<file path="src/rtl/rtpp_skid.sv">
// ============================================================================
// rtpp_skid
// Output register with one skid entry; upstream ready is registered.
// ============================================================================
module rtpp_skid #(
    parameter int DW = 129
) (
    input  logic          i_clk,
    input  logic          i_rst_n,
    input  logic          i_valid,
    input  logic [DW-1:0] i_data,
    output logic          o_ready,
    output logic          o_valid,
    output logic [DW-1:0] o_data,
    input  logic          i_ready
);
    logic          r_out_valid;
    logic          r_skid_valid;
    logic [DW-1:0] r_out_data;
    logic [DW-1:0] r_skid_data;
    logic          take;

    assign o_ready = ~r_skid_valid;
    assign o_valid = r_out_valid;
    assign o_data  = r_out_data;
    assign take    = ~r_out_valid | i_ready;

    always_ff @(posedge i_clk) begin
        if (!i_rst_n) begin
            r_out_valid  <= 1'b0;
            r_skid_valid <= 1'b0;
        end else if (take) begin
            r_out_valid  <= r_skid_valid | i_valid;
            r_skid_valid <= 1'b0;
        end else if (i_valid && !r_skid_valid) begin
            r_skid_valid <= 1'b1;
        end
    end

    always_ff @(posedge i_clk) begin
        if (take) begin
            r_out_data <= r_skid_valid ? r_skid_data : i_data;
        end else if (i_valid && !r_skid_valid) begin
            r_skid_data <= i_data;
        end
    end

endmodule

</file>
<file path="config.mk">
export PLATFORM = sky130hd
export DESIGN_NAME = rtpp_skid
export DESIGN_NICKNAME = d
export VERILOG_FILES = /design/src/rtl/rtpp_skid.sv
export SDC_FILE = /design/constraint.sdc
export NUM_CORES = 1
export LEC_CHECK = 0
export ABC_AREA = 1
export ABC_CLOCK_PERIOD_IN_PS = 29500
export BUFFER_PORTS_ARGS = -buffer_cell sky130_fd_sc_hd__buf_2
export CORE_MARGIN = 5
export CORE_UTILIZATION = 50
export CTS_CLUSTER_SIZE = 8
export DETAILED_ROUTE_END_ITERATION = 8
export GPL_TIMING_DRIVEN = 0
export PLACE_DENSITY = 0.77
export SKIP_CTS_REPAIR_TIMING = 1
export SYNTH_ARGS = -nofsm -noshare
export SYNTH_HDL_FRONTEND = slang
export SYNTH_SLANG_ARGS = --single-unit
</file>
<file path="constraint.sdc">
create_clock -name i_clk -period 29.5 [get_ports i_clk]
set_input_delay 1.475 -clock i_clk [delete_from_list [all_inputs] [get_ports i_clk]]
set_output_delay 1.475 -clock i_clk [all_outputs]
set_load 0.05 [all_outputs]
</file>
==> flow_summary.ini, run 1 <==
[critical_path]
cp_data_arrival_time_ns = 1.56
end_kind = output port
regToRegStartpoint = o_valid
r2r_cells = 5
r2r_slack_ns = 27.28
reg2reg_to = r_skid_data[93]
critPathKind = flop to output port
start_kind = flop
crit_fanout = 10
crit_required_ns = 28.02

[synth]
ys_seq_area_share_pct = 81.8
syn_inst = 686
avgSynthCellArea_um2 = 13.9
ys_types = 11
yosysWarnings = 0
synth_seq_cells = 260
synth_nets = 819
netlist_area_mm2 = 0.00952

[sta]
grt_setup_unrepaired = no
worst_pin_slew_ns = 0.479
setup_tns_ns = 0
fin_crit_sh_pct = 10.3
final_hold_viol_count = 0
drv_slew = 0
slew_headroom_pct = 68.0
setup_viol = 0
period_minus_slack_ns = 3.03
fmax_mhz = 330
skew_ns = 0.00635

[global_routing]
grt_use_total_pct = 19.1
grt-ovfl-total = 0
antenna_found_initial = 5
grt_pass1_wl_um = 32600
grt_max_degree = 59
grt_pass1_vias = 6068

[die]
die_area_mm2 = 0.0219
ios = 264
initial_utilization_pct = 50.9
coreArea_mm2 = 0.0187
core.rowCount = 50
die_h_um = 148
fp.dieW_um = 148

[clocking]
clkTransAtPathRegs_ns = 0.05
tritoncts = done
cts_buffers = 38
cts_buffer_depth = 3
clock_latency_ns = 0.49
root_buffer = clkbuf_16
cts_max_level = 2
clock-sinks = 260

[placed_design]
hpwl_um = 14800
place.gp.congestion = 0.812
io_buffers = 263

[cells_and_area]
diodes = 0
drive_above_1_share_pct = 34.2
ff_latch_area_mm2 = 0.00779
multi_input_area_mm2 = 0.00150
syn_to_final_growth_pct = 29.9
final_nets = 1128
fillCellCount = 1369

[pwr]
switchingPower_mw = 0.227
irDropWorstVdd_v = 0.0000627
internal-power_mw = 0.708
power_leakage_nw = 5.43
swShare_pct = 24.3
pwr-share-comb_pct = 11.4
power.share.sequential_pct = 46.7
power_frac_clock_pct = 41.9
power.density_mw_per_mm2 = 75.6
total_power_mw = 0.935

[worst_hold_path]
holdPathStages = 2
hold_class = flop to flop
min_from = r_skid_data[30]
hold_end = o_data[30]

[route]
drc = 0
wl_um = 21600
via_per_inst = 4.92
wire_per_inst_um = 17.5
first_iter_violations = 279
vias = 6084
final_antenna_net_count = 0
drt-pass1-iter-count = 4

[job]
drv_cap = 0

[status]
outcome = complete, no violations
[final cells by class]
class | count | area share, %
multi-input combinational | 395 | 12.1
sequential | 260 | 63.0
timing repair buffer | 269 | 11.8
clock buffer | 47 | 8.48
buffer | 29 | 1.88
inverter | 2 | 0.0810
tap | 234 | 2.37
clock inverter | 1 | 0.243
[placed cells by master, fill, tap and decap left out]
| cell type | n |
|---|---|
| dfxtp_1 | 2 |
| nand2_4 | 1 |
| buf_2 | 272 |
| buf_12 | 3 |
| clkbuf_1 | 6 |
| buf_4 | 10 |
| nand2_1 | 389 |
| bufinv_16 | 1 |
| o21ai_0 | 1 |
| nand3_1 | 1 |
| buf_6 | 10 |
| inv_4 | 1 |
| nor2_4 | 1 |
| buf_16 | 3 |
| edfxtp_1 | 258 |
| inv_1 | 1 |
| nor2_1 | 2 |
| clkbuf_16 | 41 |
[how the worst max path moves through the flow]
stage                           end         start  cells past startpoint  slack, ns
floorplan            r_skid_data[0]       i_ready                      3      18.66
global placement    r_skid_data[87]       i_ready                      4      10.69
detailed placement  r_skid_data[79]       i_ready                      7      25.99
CTS                         o_ready  r_skid_valid                      4      26.44
global route        r_skid_data[68]       i_ready                      7      26.38
finish                      o_ready  r_skid_valid                      4      26.47
[per-layer routing]
metal  vias to the layer above  part of all wire, %  GRT usage [%]
li1                       2934                    -              -
met5                         -                 0.25              0
met1                      2810                   39           23.6
met4                        10                  2.5           6.19
met2                       282                   47           30.9
met3                        48                   11           7.94
[registers in the layout, indices dropped and copies added (netlist names)]
register	flops
r_skid_data	129
o_valid	1
o_data	129
r_skid_valid	1
[Yosys cell counts, drive strengths merged]
| master | number | area share, % |
|---|---|---|
| nand3 | 1 | 0.053 |
| o21ai | 1 | 0.053 |
| inv | 2 | 0.11 |
| edfxtp | 258 | 81 |
| nor2 | 3 | 0.12 |
| dfxtp | 2 | 0.42 |
| nand2 | 390 | 15 |
| buf | 29 | 2.4 |
[through the flow]
step / setup WS [ns] / cell area, um^2 / util [%] / hold slack [ns] / instances
floorplan: 18.66 / 9520 / - / 0.494 / 686
global placement: 10.69 / 11100 / 59.5 / 0.498 / 1183
detailed placement: 25.99 / 11300 / 60.3 / 0.500 / 1189
CTS: 26.44 / 12400 / 66.1 / 0.508 / 1237
global route: 26.38 / 12400 / 66.1 / 0.522 / 1237
finish: 26.47 / 12400 / 66.1 / 0.510 / 1237
[power by group through the flow]
stage | sequential (mW) | combinational (mW) | clock [mW]
5_1_grt | 0.437 | 0.113 | 0.419
2_1_floorplan | 0.501 | 0.0165 | 0
4_1_cts | 0.436 | 0.108 | 0.400
3_5_place_dp | 0.443 | 0.107 | 0
3_3_place_gp | 0.447 | 0.104 | 0
6_report | 0.436 | 0.107 | 0.392
[cell families after synthesis]
family / share of synthesized area [%]
AOI/OAI and AO/OA: 0.0525
buffers and inverters: 2.55
and+or+nand+nor: 15.6
DFF: 81.8
[worst max-delay path, cell delays in order, from the launching register on]
cell,delay [ns]
dfxtp_1,0.29
buf_4,0.15
inv_4,0.09
buf_2,0.23
buf_2,0.30
No activity file was read; power rests on OpenSTA's default activity.
==> run 2: changes to the inputs <==
Settings changed: ABC_CLOCK_PERIOD_IN_PS 29500 to 3130.
Clock period 29.5 ns to 3.13 ns, I/O delays scaled along.
==> run 2 against run 1 <==
  * Sequential power grew to 9.4 times the previous value
  * Flip-flop and latch count unchanged
  * First-iteration DRC count is 46% higher
  * Non-clock buffer count increased by 130
  * Die area is the same
  * Via count grew 10%
  * Critical endpoint is now r_skid_data[92]
  * Largest power group unchanged
==> flow_summary.ini, run 2 (synthesis gave the netlist of run 1 again) <==
[critical_path]
r2r_cells = 4
critPathKind = flop to flop
end_kind = flop
r2r_slack_ns = 0.48
regToRegStartpoint = o_valid
crit_required_ns = 3.31
start_kind = flop
reg2reg_to = r_skid_data[92]
crit_fanout = 130
cp_data_arrival_time_ns = 2.83

[worst_hold_path]
holdPathStages = 4
hold_end = o_valid
min_from = i_ready
hold_class = input port to flop

[cells_and_area]
syn_to_final_growth_pct = 43.3
mostFrequentLayoutCells = nand2_1 (389), buf_2 (272), edfxtp_1 (258)
stdcell_count = 1367
fillCellCount = 1131
post-route-util_pct = 72.9
fin_area_mm2 = 0.0136
final_nets = 1258
diodes = 0
drive_above_1_share_pct = 30.2
final_common_cell = nand2_1

[placed_design]
place.gp.congestion = 0.795
hpwl_um = 14400
placed_cell_area_mm2 = 0.0112
dp_slack_ns = 0.334
dp.cells = 1187
io_buffers = 263

[clocking]
clock_latency_ns = 0.50
cts_buffer_depth = 3
cts_buffers = 38
clock-sinks = 260
root_buffer = clkbuf_16
tritoncts = done
cts_max_level = 2
clkTransAtPathRegs_ns = 0.05

[die]
initial_utilization_pct = 50.9
ios = 264
die_h_um = 148
die_area_mm2 = 0.0219
fp.dieW_um = 148
core.rowCount = 50
coreArea_mm2 = 0.0187

[route]
vias = 6715
wire_per_inst_um = 18.1
drc = 0
final_antenna_net_count = 0
first_iter_violations = 406
via_per_inst = 4.91
drt-pass1-iter-count = 5
wl_um = 24700

[sta]
fin_ws_ns = 0.484
setup_viol = 0
drv_slew = 0
slew_headroom_pct = 28.9
final_hold_viol_count = 0
fin_crit_sh_pct = 84.5
fmax_mhz = 378
setup_tns_ns = 0
grt_setup_unrepaired = no
period_minus_slack_ns = 2.65
timing.hold.ws_ns = 0.0432
skew_ns = 0.0113
worst_pin_slew_ns = 1.07

[status]
outcome = complete, no violations

[global_routing]
grt_pass1_vias = 6257
grt-ovfl-total = 0
antenna_found_initial = 0
grt_use_total_pct = 19.4
grt_pass1_wl_um = 33100
grt_max_degree = 131

[job]
drv_cap = 0

[pwr]
total_power_mw = 8.97
irDropWorstVdd_v = 0.000376
power_leakage_nw = 5.94
power.density_mw_per_mm2 = 658
-- run 2: changes by cell type in the layout (fill, tap and decap cells not counted) --
cell / before / now
buf_16: 3 / 1
dfxtp_1: 2 / 1
dfxtp_4: 0 / 1
dlygate4sd3_1: 0 / 132
nand2_4: 1 / 0
nand2_8: 0 / 1
-- run 2: final cells by class --
type,instances,area [um^2],area share (%)
Sequential cell,260,7790,57.1
Timing Repair Buffer,399,2730,20.0
Multi-Input combinational cell,395,1510,11.1
Clock buffer,47,1050,7.69
Tap cell,234,293,2.15
Buffer,29,233,1.71
Clock inverter,1,30.0,0.220
Inverter,2,10.0,0.0734
-- run 2: report_power, final --
part           total, mW  switching [mW]  internal (mW)
clock               3.71            1.32           2.38
sequential          4.12          0.0528           4.07
combinational       1.15           0.820          0.325
total               8.97            2.19           6.78
-- run 2: per-layer routing --
layer  track usage [%]  share of wire, %
met5                 0                 0
met1              23.5                37
met4              6.10               2.1
met2              32.6                53
met3              7.30               8.0
-- run 2: how the worst max path moves through the flow --
stage | from | endpoint | slack (ns) | depth (start not counted)
finish | o_valid | r_skid_data[92] | 0.48 | 4
global placement | i_ready | r_skid_data[82] | -1.43 | 4
floorplan | o_valid | r_skid_data[0] | -0.29 | 2
global route | o_valid | r_skid_data[41] | 0.25 | 4
CTS | o_valid | r_skid_data[29] | 0.39 | 4
detailed placement | i_ready | r_skid_data[83] | 0.33 | 6
-- run 2: worst max-delay path: stages (launching register included) --
cell	delay, ns
dfxtp_4	0.38
nand2_8	0.53
nor2_4	0.88
buf_12	0.28
buf_12	0.23
==> run 3: changes to the inputs <==
Settings changed: ABC_CLOCK_PERIOD_IN_PS 3130 to 2500.
Clock period 3.13 ns to 2.5 ns, I/O delays scaled along.
==> run 3 against run 2 <==
  * Clock power up 25%
  * Cell area up 0.21%
  * Sequential power up 25%
==> flow_summary.ini, run 3 (synthesis gave the netlist of run 1 again) <==
[status]
outcome = complete, no violations

[critical_path]
crit_fanout = 131
cp_data_arrival_time_ns = 2.24
end_kind = flop
regToRegStartpoint = o_valid
r2r_slack_ns = 0.44
r2r_cells = 5
start_kind = flop
critPathKind = flop to flop
reg2reg_to = r_skid_data[92]
crit_required_ns = 2.68

[route]
drc = 0
via_per_inst = 4.90
vias = 6713
wl_um = 24700
first_iter_violations = 394
final_antenna_net_count = 0
drt-pass1-iter-count = 5
wire_per_inst_um = 18.0

[clocking]
cts_buffer_depth = 3
clock_latency_ns = 0.50
root_buffer = clkbuf_16
clock-sinks = 260
cts_max_level = 2
clkTransAtPathRegs_ns = 0.05
tritoncts = done
cts_buffers = 38

[worst_hold_path]
holdPathStages = 4
hold_end = o_valid
hold_class = input port to flop
min_from = i_ready

[placed_design]
place.gp.congestion = 0.795
hpwl_um = 14400
io_buffers = 263
dp_slack_ns = -0.264
placed_cell_area_mm2 = 0.0112

[pwr]
switchingPower_mw = 2.74
irDropWorstVdd_v = 0.000468
power.density_mw_per_mm2 = 822
internal-power_mw = 8.49
swShare_pct = 24.4
power_leakage_nw = 5.96
total_power_mw = 11.2
pwr-share-comb_pct = 12.8
power_frac_clock_pct = 41.3
power.share.sequential_pct = 45.9

[sta]
fin_crit_sh_pct = 82.3
skew_ns = 0.0100
grt_setup_unrepaired = no
fmax_mhz = 486
fin_ws_ns = 0.442
worst_pin_slew_ns = 1.13
slew_headroom_pct = 24.9
setup_viol = 0
period_minus_slack_ns = 2.06
drv_slew = 0
final_hold_viol_count = 0

[cells_and_area]
drive_above_1_share_pct = 30.4
syn_to_final_growth_pct = 43.6
final_nets = 1262
mostFrequentLayoutCells = nand2_1 (389), buf_2 (272), edfxtp_1 (258)
final_common_cell = nand2_1
diodes = 0
fin_area_mm2 = 0.0137

[die]
coreArea_mm2 = 0.0187
core.rowCount = 50
die_h_um = 148
fp.dieW_um = 148
ios = 264
initial_utilization_pct = 50.9
die_area_mm2 = 0.0219

[global_routing]
grt_max_degree = 131
grt_pass1_vias = 6257
grt_pass1_wl_um = 33100
antenna_found_initial = 0
grt-ovfl-total = 0
grt_use_total_pct = 19.4

[job]
drv_cap = 0
## run 3: changes by cell type in the layout (fill, tap and decap cells not counted)
cell and delta:
buf_4 +3, nor2_2 +1
## run 3: power by group through the flow
stage | clock (mW) | combinational, mW | sequential (mW)
after floorplan | 0 | 0.198 | 5.89
final | 4.63 | 1.44 | 5.16
after global routing | 4.98 | 1.52 | 5.17
after global placement | 0 | 1.23 | 5.23
after CTS | 4.72 | 1.26 | 5.15
after detailed placement | 0 | 1.25 | 5.23
## run 3: worst max-delay path by stage
stage               startpoint              end  cells after the start
detailed placement     i_ready  r_skid_data[83]                      6
global route           o_valid  r_skid_data[41]                      5
floorplan              o_valid   r_skid_data[0]                      2
CTS                    o_valid  r_skid_data[29]                      4
global placement       i_ready  r_skid_data[82]                      4
finish                 o_valid  r_skid_data[92]                      5
## run 3: per-layer routing
metal | track usage, % | vias to the layer above | wire, um
met4 | 6.10 | 0 | 538
met1 | 23.5 | 3152 | 9210
met3 | 7.30 | 52 | 1950
li1 | - | 3204 | -
met5 | 0 | - | 0
met2 | 32.6 | 305 | 13000
## run 3: layout make-up
cell class	instances	area, um^2
Buffer	29	233
Clock buffer	47	1050
Clock inverter	1	30.0
Fill cell	1134	5040
Inverter	2	10.0
Multi-Input combinational cell	396	1520
Sequential cell	260	7790
Tap cell	234	293
Timing Repair Buffer	402	2750
## run 3: metrics by stage
stage | setup TNS (ns) | hold WS, ns | util (%) | instances
detailed placement | -15.94 | 0.317 | 60.1 | 1187
floorplan | -119.03 | 0.224 | - | 686
CTS | -14.51 | -0.206 | 65.9 | 1235
global route | 0 | 0.0384 | 73.1 | 1371
finish | 0 | 0.0126 | 73.1 | 1371
global placement | -261.11 | 0.317 | 59.6 | 1183
## run 3: worst max-delay path, cell delays in order, from the launching register on
cell     delay [ns]
dfxtp_4        0.38
nand2_8        0.48
nor2_4         0.30
buf_4          0.15
buf_12         0.19
buf_12         0.23
