$ cat src/rtl/rtpp_pkg.sv
// ============================================================================
// rtpp_pkg
// Shared types and constants for the rigid transform of points and planes.
// ============================================================================
package rtpp_pkg;

    localparam int ROT_REG_W     = 54;
    localparam int COORD_FRAC    = 16;
    localparam int CFG_DATA_W    = 64;
    localparam int CFG_ADDR_W    = 6;
    localparam int CFG_IDX_W     = 3;
    localparam int CFG_IDX_LSB   = 3;
    localparam int PROD_LIM_LOG2 = 60;

    localparam logic [ROT_REG_W-1:0] ROT_COL0_RST = ROT_REG_W'(65536);
    localparam logic [ROT_REG_W-1:0] ROT_COL1_RST = ROT_REG_W'(64'd4294967296);
    localparam logic [ROT_REG_W-1:0] ROT_COL2_RST = ROT_REG_W'(64'd281474976710656);

    typedef enum logic [CFG_IDX_W-1:0] {
        REG_ROT_COL0 = 3'd0,
        REG_ROT_COL1 = 3'd1,
        REG_ROT_COL2 = 3'd2,
        REG_TRANS_X  = 3'd3,
        REG_TRANS_Y  = 3'd4,
        REG_TRANS_Z  = 3'd5
    } t_cfg_reg;

    typedef enum logic {
        OP_POINT = 1'b0,
        OP_PLANE = 1'b1
    } t_opcode;

    typedef struct packed {
        logic valid;
        logic plane;
        logic sat;
    } t_stage_ctl;

endpackage

$ cat src/rtl/rtpp_regs.sv
// ============================================================================
// rtpp_regs
// APB register file: rotation columns and translation, entry decode.
// ============================================================================
module rtpp_regs #(
    parameter int CW = 32,
    parameter int RW = 18
) (
    input  logic                              i_clk,
    input  logic                              i_rst_n,
    input  logic                              psel,
    input  logic                              penable,
    input  logic                              pwrite,
    input  logic [rtpp_pkg::CFG_ADDR_W-1:0]   paddr,
    input  logic [rtpp_pkg::CFG_DATA_W-1:0]   pwdata,
    output logic [rtpp_pkg::CFG_DATA_W-1:0]   prdata,
    output logic                              pready,
    output logic signed [RW-1:0]              o_rot [3][3],
    output logic signed [CW-1:0]              o_trans [3]
);
    import rtpp_pkg::*;

    localparam int PADW = (3 * RW > ROT_REG_W) ? 3 * RW : ROT_REG_W;

    logic [ROT_REG_W-1:0]  r_rot_col [3];
    logic signed [CW-1:0]  r_trans [3];
    logic                  wr;
    t_cfg_reg              idx;
    logic [PADW-1:0]       col_pad [3];

    assign pready = 1'b1;
    assign wr     = psel & penable & pwrite;
    assign idx    = t_cfg_reg'(paddr[CFG_IDX_LSB +: CFG_IDX_W]);

    always_ff @(posedge i_clk) begin
        if (!i_rst_n) begin
            r_rot_col[0] <= ROT_COL0_RST;
            r_rot_col[1] <= ROT_COL1_RST;
            r_rot_col[2] <= ROT_COL2_RST;
            r_trans[0]   <= '0;
            r_trans[1]   <= '0;
            r_trans[2]   <= '0;
        end else if (wr) begin
            case (idx)
                REG_ROT_COL0: r_rot_col[0] <= pwdata[ROT_REG_W-1:0];
                REG_ROT_COL1: r_rot_col[1] <= pwdata[ROT_REG_W-1:0];
                REG_ROT_COL2: r_rot_col[2] <= pwdata[ROT_REG_W-1:0];
                REG_TRANS_X:  r_trans[0]   <= pwdata[CW-1:0];
                REG_TRANS_Y:  r_trans[1]   <= pwdata[CW-1:0];
                REG_TRANS_Z:  r_trans[2]   <= pwdata[CW-1:0];
                default: ;
            endcase
        end
    end

    always_comb begin
        case (idx)
            REG_ROT_COL0: prdata = {{(CFG_DATA_W-ROT_REG_W){1'b0}}, r_rot_col[0]};
            REG_ROT_COL1: prdata = {{(CFG_DATA_W-ROT_REG_W){1'b0}}, r_rot_col[1]};
            REG_ROT_COL2: prdata = {{(CFG_DATA_W-ROT_REG_W){1'b0}}, r_rot_col[2]};
            REG_TRANS_X:  prdata = {{(CFG_DATA_W-CW){r_trans[0][CW-1]}}, r_trans[0]};
            REG_TRANS_Y:  prdata = {{(CFG_DATA_W-CW){r_trans[1][CW-1]}}, r_trans[1]};
            REG_TRANS_Z:  prdata = {{(CFG_DATA_W-CW){r_trans[2][CW-1]}}, r_trans[2]};
            default:      prdata = '0;
        endcase
    end

    // entries past the top of a column read as zero bits
    always_comb begin
        for (int c = 0; c < 3; c++) begin
            col_pad[c] = PADW'(r_rot_col[c]);
            o_trans[c] = r_trans[c];
        end
        for (int r = 0; r < 3; r++) begin
            for (int c = 0; c < 3; c++) begin
                o_rot[r][c] = signed'(col_pad[c][r*RW +: RW]);
            end
        end
    end

endmodule

$ cat config.mk
export PLATFORM = sky130hd
export DESIGN_NAME = rtpp_regs
export DESIGN_NICKNAME = d
export VERILOG_FILES = /design/src/rtl/rtpp_pkg.sv /design/src/rtl/rtpp_regs.sv
export SDC_FILE = /design/constraint.sdc
export NUM_CORES = 1
export LEC_CHECK = 0
export ABC_AREA = 1
export CAP_MARGIN = 20
export CELL_PAD_IN_SITES_DETAIL_PLACEMENT = 1
export CELL_PAD_IN_SITES_GLOBAL_PLACEMENT = 2
export CORE_ASPECT_RATIO = 1.4
export CORE_MARGIN = 4
export CORE_UTILIZATION = 42
export DETAILED_ROUTE_END_ITERATION = 8
export DONT_BUFFER_PORTS = 1
export HOLD_SLACK_MARGIN = 0.03
export PLACE_DENSITY_LB_ADDON = 0.1
export RECOVER_POWER = 50
export REMOVE_ABC_BUFFERS = 1
export SLEW_MARGIN = 20
export SYNTH_ARGS = -nofsm -noshare
export SYNTH_HDL_FRONTEND = slang
export SYNTH_SLANG_ARGS = --single-unit
$ cat constraint.sdc
create_clock -name i_clk -period 11.1 [get_ports i_clk]
set_input_delay 2.22 -clock i_clk [delete_from_list [all_inputs] [get_ports i_clk]]
set_output_delay 2.22 -clock i_clk [all_outputs]
set_load 0.05 [all_outputs]
==> impl_results.md, run 1 <==
* Setup_tns at 0 ns
* Net Switching at between 0.0007 and 0.0008 W
* Final setup viols at 0
* CTS clk-pin slew, worst paths at 0.06 ns
* Area delta synth->final at 7.82%
* Worst hold path type: input pin to register
* Final WL at about 37000 µm
* Peak supply drop at ~0.13 mV
* Dpl cell area at roughly 0.012 mm²
* CTS Hold Bufs at 0
* Fmax at roughly 120 MHz
* Failing checks: max-capacitance violations, max-slew violations
* Logic pwr share at 0.089
* Cell Rows at between 70 and 80
* Hold path depth at 2
* Crit path cell chain: clkinvlp_2 -> nand3_2 -> buf_4 -> o21ai_0 -> inv_1 -> nand2_1
* Via count at roughly 7700
* Final Cell Area at about 0.012 mm²
* Total GRT Usage at 0.241
* Most common cell after layout, fill and taps aside: edfxtp_1
* Core box area at roughly 0.027 mm²
* Register area share after synthesis at 0.679
* Buf/Inv on CP at 3
* Pin count of the biggest net entering global routing at 80
* Mean Syn Cell Area at 11.0 µm²
* Startpoint Class: input pin
* DRC at 0
* Top Ports at just under 400
* CTS root buffer: clkbuf_16
* Starting Density at 0.425
* M2 GR Usage at 0.442
* DR iter-0 viols at approximately 400
* Crit-path max FO at between 70 and 80
* Antenna violations before repair at 1
* Share of cells above drive strength 1 at 0.0597
* GR peak layer: met2
* Clk buf depth at 3
* Crit path arrival time at a little over 6 ns
* Clock period minus worst slack at between 8 and 9 ns
* Worst path top cell family by delay: buffers and inverters
* Gate Count Post-Synth at around 1000
* Post-CTS Setup Bufs at 0
* Final cycle utilization of the critical path at 0.755
* Die height at between 200 and 250 µm
* P_int at roughly 0.0017 W
* Hpwl dp at 24000 µm
* Worst-margin pin slew at 3.52 ns
* Worst hold margin at 1.90 ns
* Mapped Area at ~0.011 mm²
* Avg Vias per Cell at around 5.6
* Fin. Hold Viols at 0
* GR Layer Usage met1 at 0.247
* Post_cts resized at 0
* Die Span X at between 100 and 150 µm
* Number of port buffers at 0
* Pins Over Slew Limit at roughly 200
* Post-synth cell types at 24
* Final RePlAce weighted congestion at just under 0.8
* Setup crit end kind: output pin
* ANT nets after route at 0
* Synth Warn # at 0
* Global-route wire length before repair at 53700 µm
* Die Area at around 0.030 mm²
* Sequential share of power at 0.562
* Switching Fraction at 0.321
* Slowest stage cell, crit path: clkinvlp_2
* GR Overflow Total at 0
* H-tree depth at 1
* Commonest non-fill, non-tap cells in the layout: edfxtp_1 (258), nor2_1 (166), nand2_1 (144)
* Pleak at between 4 and 5 nW
* Hold Path Origin: pwdata[32]
* Max-cap violations at 7
* DR WL/cell at about 27 µm
* Beginning of the critical path: paddr[4]
* Final nets at around 1100
* CTS Sinks at about 260
* RSZ-0062 raised after global routing: false
* Drt first pass iters at 4
* Worst setup endpoint: prdata[17]
* Worst path depth at 6
* Vias in the first global route at about 8100
* Slew margin rel. at -1.37
* TritonCTS clock tree: done
* CP peak stage delay at around 1.7 ns
* CP Class: input pin to output pin
* Worst Path Required at approximately 8.9 ns
* Inserted Clock Buffers at 26
* Yosys reg bits at 258
* Status: complete, but fails checks
* Pwr dens at roughly 200 mW/mm²
* Met3 Track Usage GR at 0.103
* Clk network pwr share at 0.349
## final cells by class
| class | instances | area, µm² |
|---|---|---|
| fill | 2921 | 14500 |
| sequential | 258 | 7750 |
| multi-input combinational | 563 | 2630 |
| clock buffer | 36 | 709 |
| inverter | 140 | 531 |
| tap | 365 | 457 |
| clock inverter | 12 | 126 |
| timing repair buffer | 13 | 97.6 |
| antenna | 1 | 2.50 |
## Yosys cell counts (all sizes together)
cell    instances  area [µm²]
conb            1        3.75
buf            74         473
nand3          95         485
nor2          171         698
nand4         111         694
nand2         144         546
a21oi           8        43.8
clkbuf          6        22.5
nor3            1        10.0
edfxtp        258        7750
o21ai          32         160
inv           140         528
## worst min-delay path by stage
| stage | slack (ns) | endpoint |
|---|---|---|
| final | 1.90 | r_rot_col[0][86]$_SDFFCE_PN1P_ |
| after global routing | 1.90 | r_rot_col[0][86]$_SDFFCE_PN1P_ |
| after CTS | 1.88 | r_rot_col[0][86]$_SDFFCE_PN1P_ |
| after detailed placement | 2.44 | r_rot_col[0][86]$_SDFFCE_PN1P_ |
| after global placement | 2.43 | r_rot_col[0][86]$_SDFFCE_PN1P_ |
| after floorplan | 2.42 | r_rot_col[0][156]$_SDFFCE_PN1P_ |
## cells by family after synthesis
logic type / after synthesis / synth area share
simple gates: 522 / 0.213
flops: 258 / 0.679
buf+inv: 220 / 0.0897
other cells: 1 / 0.000329
compound gates: 40 / 0.0179
## routing by layer
metal	wire length [µm]	up-vias
met2	19500	324
met4	983	0
met1	12600	3853
li1	-	3497
met5	0	-
met3	4090	55
## flip-flops by register name, indices dropped and copies added (netlist names)
signal     flops
r_rot_col    162
r_trans       96
## through the flow
stage,cells,worst slack (ns),power (W),util
2_1_floorplan,961,2.13,0.00156,-
3_3_place_gp,1339,3.73,0.00163,0.430
3_5_place_dp,1339,3.71,0.00164,0.430
4_1_cts,1387,3.71,0.00250,0.462
5_1_grt,1388,2.42,0.00256,0.459
6_report,1388,2.72,0.00247,0.459
## power groups by stage
stage | combinational [W] | clock (W) | sequential (W)
finish | 0.000220 | 0.000863 | 0.00139
global route | 0.000236 | 0.000929 | 0.00140
CTS | 0.000226 | 0.000881 | 0.00139
detailed placement | 0.000225 | 0 | 0.00141
global placement | 0.000224 | 0 | 0.00141
floorplan | 0.000173 | 0 | 0.00139
Note: power is estimated with default switching activity, not from simulation.
==> run 2, diff against run 1 <==
ABC_AREA = 0   (was 1)
CORE_UTILIZATION = 37   (was 42)
clock period = 6.8 ns   (was 11.1 ns; I/O delays follow)
==> impl_results.md, run 2 <==
* Drt first pass iters at 5 (+1)
* Commonest non-fill, non-tap cells in the layout: edfxtp_1 (258), nor2_1 (63), nand2_1 (54)
* Final WL at 36900 µm (-0.90%)
* Ys async rst share at 0 (unchanged)
* Vias in the first global route at 7192 (-11%)
* ANT nets after route at 0 (unchanged)
* Post_cts resized at 0 (unchanged)
* Clock period minus worst slack at 5.34 ns
* Peak supply drop at 0.207 mV (+61%)
* Starting Density at 0.379 (-0.0467)
* Hpwl dp at 23100 µm (-3.4%)
* Most common cell after layout, fill and taps aside: edfxtp_1
* Final cycle utilization of the critical path at 0.786
* Worst-margin pin slew at 2.56 ns (-0.962 ns)
* Yosys reg bits at 258 (unchanged)
* Pwr dens at 339 mW/mm² (+68%)
* Final setup viols at 0 (unchanged)
* Setup crit end kind: output pin
* Post-synth cell types at 39 (+63%)
* Fmax at roughly 190 MHz
* Synth Warn # at 0 (unchanged)
* Global-route wire length before repair at 52100 µm (-2.9%)
* Number of synthesized flops with an enable pin at 258 (unchanged)
* Number of port buffers at 0 (unchanged)
* Worst hold margin at 1.01 ns (-0.897 ns)
* DRC at 0 (unchanged)
* Register area share after synthesis at 0.713 (+0.0346)
* Die height at 211 µm (+3.8%)
* Predominant post-synthesis flop cell: edfxtp_1
* Die Span X at 153 µm (+3.7%)
* CTS Hold Bufs at 0 (unchanged)
* Pins Over Slew Limit at 136 (-31%)
* CP peak stage delay at 1.14 ns (-0.55 ns)
* Mapped Area at 0.0109 mm² (-4.8%)
* Ant. Diodes at 0 (-1)
* CTS clk-pin slew, worst paths at 0.07 ns (about the same)
* Slowest stage cell, crit path: inv_1
* Startpoint Class: input pin
* Crit-path max FO at 67 (-8.2%)
* RSZ-0062 raised after global routing: false
* GR Overflow Total at 0 (unchanged)
* Gate Count Post-Synth at 740 (-29%)
* Crit path arrival time at 3.98 ns (-2.18 ns)
* Buf/Inv on CP at 2 (-1)
* Area leader, netlist: edfxtp_1
* Share of the synthesized area in the top cell type at 0.713 (+0.0346)
* Share of cells above drive strength 1 at 0.161 (+0.101)
* Area delta synth->final at 12.3%
* Failing checks: max-capacitance violations, max-slew violations
* CTS Sinks at 258 (unchanged)
* Most frequent cell after synthesis: edfxtp_1
* Pin count of the biggest net entering global routing at 141 (+76%)
* Most area-consuming cells after synthesis: edfxtp_1 (71%), mux2i_1 (4.4%), mux2_2 (2.4%), nor2_1 (2.2%), a21oi_1 (2.1%)
* Register bank with the most flops: r_rot_col
* Antenna violations before repair at 0 (-1)
* Fin. Hold Viols at 0 (unchanged)
* CP Class: input pin to output pin
* Final nets at 802 (-26%)
* Die Area at 0.0322 mm² (+7.6%)
* Core box area at 0.0287 mm² (+6.9%)
* TritonCTS clock tree: done
* Status: complete, but fails checks
* Slew margin rel. at -0.707 (+0.666)
* H-tree depth at 1 (unchanged)
* Via count at 6526 (-16%)
* Post-CTS Setup Bufs at 0 (unchanged)
* Cell Rows at 73 (+2.8%)
* Avg Vias per Cell at 5.83 (+4.6%)
* Setup_tns at 0 ns (unchanged)
* DR iter-0 viols at 367 (-8.7%)
* Worst path top cell family by delay: buffers and inverters
* Fillers at 2880 (-1.4%)
* Top Ports at 398 (unchanged)
* Pleak at 4.09 nW (-18%)
* Crit path cell chain: inv_1 -> buf_4 -> a21oi_1 -> o31ai_2
* Top cells by count, synth: edfxtp_1 (258), nor2_1 (63), nand2_1 (54)
* Final RePlAce weighted congestion at 0.796 (+1.3%)
* DR WL/cell at 33.0 µm (+23%)
* Top flop regs: r_rot_col (162), r_trans (96)
* Max-cap violations at 6 (-1)
* Inserted Clock Buffers at 26 (unchanged)
* Worst Path Required at 5.44 ns (-3.44 ns)
* Total GRT Usage at 0.218 (-0.0224)
* Clk buf depth at 3 (unchanged)
* Mean Syn Cell Area at 14.7 µm² (+34%)
* Number of flip-flops in the largest register at 162 (unchanged)
* CTS root buffer: clkbuf_16
* Worst hold path type: input pin to register
## run 2: routing by layer
metal | vias to the layer above | wire (µm) | GRT usage
li1 | 2778 | - | -
met1 | 3377 | 12600 | 0.225
met2 | 315 | 19400 | 0.404
met3 | 56 | 3760 | 0.0857
met4 | 0 | 1130 | 0.0716
met5 | - | 0 | 0
## run 2: cell families after synthesis
family,count (synthesis),synth area share
multiplexers,71,0.0681
AND/OR/NAND/NOR,202,0.0918
buffers and inverters,69,0.0365
other,1,0.000345
AO/OA/AOI/OAI,139,0.0898
flip-flops,258,0.713
## run 2: path summary, 6_finish.rpt
| kind | startpoint | endpoint | slack, ns | depth (start not counted) |
|---|---|---|---|---|
| setup / recovery | paddr[4] | prdata[48] | 1.46 | 4 |
| hold / removal | pwdata[32] | r_rot_col[0][86]$_SDFFCE_PN1P_ | 1.01 | 1 |
## run 2: per-stage QoR
step	area (µm²)	instances	setup WS, ns	total power (W)	utilization
2_1_floorplan	10500	675	-0.904	0.00254	-
3_3_place_gp	11300	1073	2.06	0.00267	0.395
3_5_place_dp	11400	1074	2.03	0.00269	0.396
4_1_cts	12200	1120	2.03	0.00418	0.427
5_1_grt	12200	1120	1.42	0.00427	0.425
6_report	12200	1120	1.46	0.00413	0.425
## run 2: layout make-up
cell class | count | area, µm² | share of cell area
Clock buffer | 31 | 691 | 0.0566
Tap cell | 375 | 469 | 0.0385
Inverter | 4 | 20.0 | 0.00164
Multi-Input combinational cell | 413 | 2900 | 0.238
Clock inverter | 15 | 198 | 0.0162
Sequential cell | 258 | 7750 | 0.635
Timing Repair Buffer | 24 | 173 | 0.0142
## run 2: report_power, final
group	switching (W)	leakage (nW)	internal [W]
Sequential	0.000413	2.46	0.00185
Combinational	0.000289	1.19	0.0000869
Clock	0.000578	0.434	0.000909
Total	0.00128	4.09	0.00285
==> run 3, diff against run 2 <==
clock period = 4.8 ns   (was 6.8 ns; I/O delays follow)
==> impl_results.md, run 3 (synthesis results as in run 2) <==
* Slew margin rel. at -0.682 (+0.0243)
* Register bank with the most flops: r_rot_col
* Inserted Clock Buffers at 27 (+3.8%)
* DRC at 0 (unchanged)
* Crit path arrival time at 3.00 ns (-0.98 ns)
* Final nets at 848 (+5.7%)
* Post_cts resized at 0 (unchanged)
* Die height at 211 µm (unchanged)
* GR Layer Usage met1 at 0.233 (+0.00740)
* Area delta synth->final at 15.1%
* H-tree depth at 1 (unchanged)
* Starting Density at 0.379 (unchanged)
* Failing checks: max-capacitance violations, max-slew violations
* GR peak layer: met2
* CTS Sinks at 258 (unchanged)
* Hold Path Origin: pwdata[48]
* FF/Latch Area at 0.00775 mm² (unchanged)
* DR iter-0 viols at 341 (-7.1%)
* Status: complete, but fails checks
* ANT nets after route at 0 (unchanged)
* Via count at 6778 (+3.9%)
* CP Class: input pin to output pin
* Fin. Hold Viols at 0 (unchanged)
* Top flop regs: r_rot_col (162), r_trans (96)
* Avg Vias per Cell at 5.80 (-0.41%)
* Utilization after layout at 0.436 (+0.0105)
* Core box area at 0.0287 mm² (unchanged)
* Worst-margin pin slew at 2.52 ns (-0.0365 ns)
* Cell Rows at 73 (unchanged)
* CTS Hold Bufs at 0 (unchanged)
* Fillers at 2896 (+0.56%)
* Clk buf depth at 3 (unchanged)
* Drt first pass iters at 4 (-1)
* Area occupied by multi-input gates at 0.00285 mm² (-1.9%)
* Crit-path max FO at 140 (+110%)
* Total GRT Usage at 0.220 (+0.00140)
* Global-route wire length before repair at 53100 µm (+1.9%)
* Number of flip-flops in the largest register at 162 (unchanged)
* TritonCTS clock tree: done
* Met3 Track Usage GR at 0.0853 (-0.000410)
* Setup crit end kind: output pin
* CTS root buffer: clkbuf_16
* Pwr dens at 475 mW/mm² (+40%)
* GR Overflow Total at 0 (unchanged)
* Number of port buffers at 0 (unchanged)
* Startpoint Class: input pin
* Commonest non-fill, non-tap cells in the layout: edfxtp_1 (258), nor2_1 (63), buf_4 (60)
* Worst Path Required at 3.84 ns (-1.60 ns)
* Pleak at 4.30 nW (+5.2%)
* Max-cap violations at 4 (-2)
* Final setup viols at 0 (unchanged)
* Most common cell after layout, fill and taps aside: edfxtp_1
* Hpwl dp at 24000 µm (+3.7%)
* Die Span X at 153 µm (unchanged)
* Peak supply drop at 0.333 mV (+61%)
* Final WL at 37000 µm (+0.31%)
* Worst hold path type: input pin to register
* Hold path depth at 1 (unchanged)
* Pin count of the biggest net entering global routing at 141 (unchanged)
* Worst hold margin at 0.618 ns (-0.388 ns)
* Fmax at between 200 and 300 MHz
* RSZ-0062 raised after global routing: false
* Clock period minus worst slack at a little under 4 ns
* Ant. Diodes at 0 (unchanged)
* Pins Over Slew Limit at 90 (-34%)
* Final cycle utilization of the critical path at 0.825
* M2 GR Usage at 0.403 (-0.00138)
* Antenna violations before repair at 0 (unchanged)
* Post-CTS Setup Bufs at 0 (unchanged)
* DR WL/cell at 31.7 µm (-3.8%)
* CTS clk-pin slew, worst paths at 0.06 ns (about the same)
* Share of cells above drive strength 1 at 0.198 (+0.0369)
* Die Area at 0.0322 mm² (unchanged)
* Vias in the first global route at 7507 (+4.4%)
* Final RePlAce weighted congestion at 0.823 (+3.3%)
* Top Ports at 398 (unchanged)
* Worst hold path endpoint: r_rot_col[0][156]$_SDFFCE_PN1P_
run 3: through the flow:
stage	std cells	TNS (ns)	worst slack, ns	total power [W]	instance area [µm²]
floorplan	675	-273.64	-2.50	0.00360	10500
global placement	1119	0	1.20	0.00385	11700
detailed placement	1119	0	1.17	0.00386	11700
CTS	1168	0	0.975	0.00601	12600
global route	1168	0	0.558	0.00613	12500
finish	1168	0	0.838	0.00594	12500
run 3: final cells by class:
class                   instances  share of cell area
inverters                       4             0.00140
clock inverters                18              0.0169
clock buffers                  31              0.0553
well taps                     375              0.0375
multi-input cells             413               0.228
repair buffers                 69              0.0413
flip-flops and latches        258               0.620
run 3: metal layers:
metal / up-vias / routed length [µm] / share of wire
met3: 60 / 3800 / 0.10
met2: 324 / 19500 / 0.53
met4: 0 / 955 / 0.026
met1: 3524 / 12700 / 0.34
met5: - / 0 / 0
li1: 2870 / - / -
run 3: power breakdown:
group / leakage, nW / internal (W) / total (W) / switching (W)
Clock: 0.446 / 0.00129 / 0.00215 / 0.000851
Sequential: 2.46 / 0.00263 / 0.00322 / 0.000588
Combinational: 1.39 / 0.000168 / 0.000581 / 0.000413
run 3: how the worst max path moves through the flow:
stage                             endpoint  slack (ns)                startpoint
2_1_floorplan  r_rot_col[0][100]$_DFFE_PP_       -2.50                  paddr[3]
3_3_place_gp                    prdata[33]        1.20                  paddr[3]
3_5_place_dp                    prdata[50]        1.17                  paddr[3]
4_1_cts                         prdata[50]        0.98  r_trans[0][95]$_DFFE_PP_
5_1_grt                         prdata[22]        0.56                  paddr[3]
6_report                        prdata[22]        0.84                  paddr[3]
run 3: worst max-delay path, stage by stage:
cell and delay (ns):
nor3b_1 1.07, buf_4 0.41, nand2_1 0.09, o221ai_1 0.13, buf_4 0.25
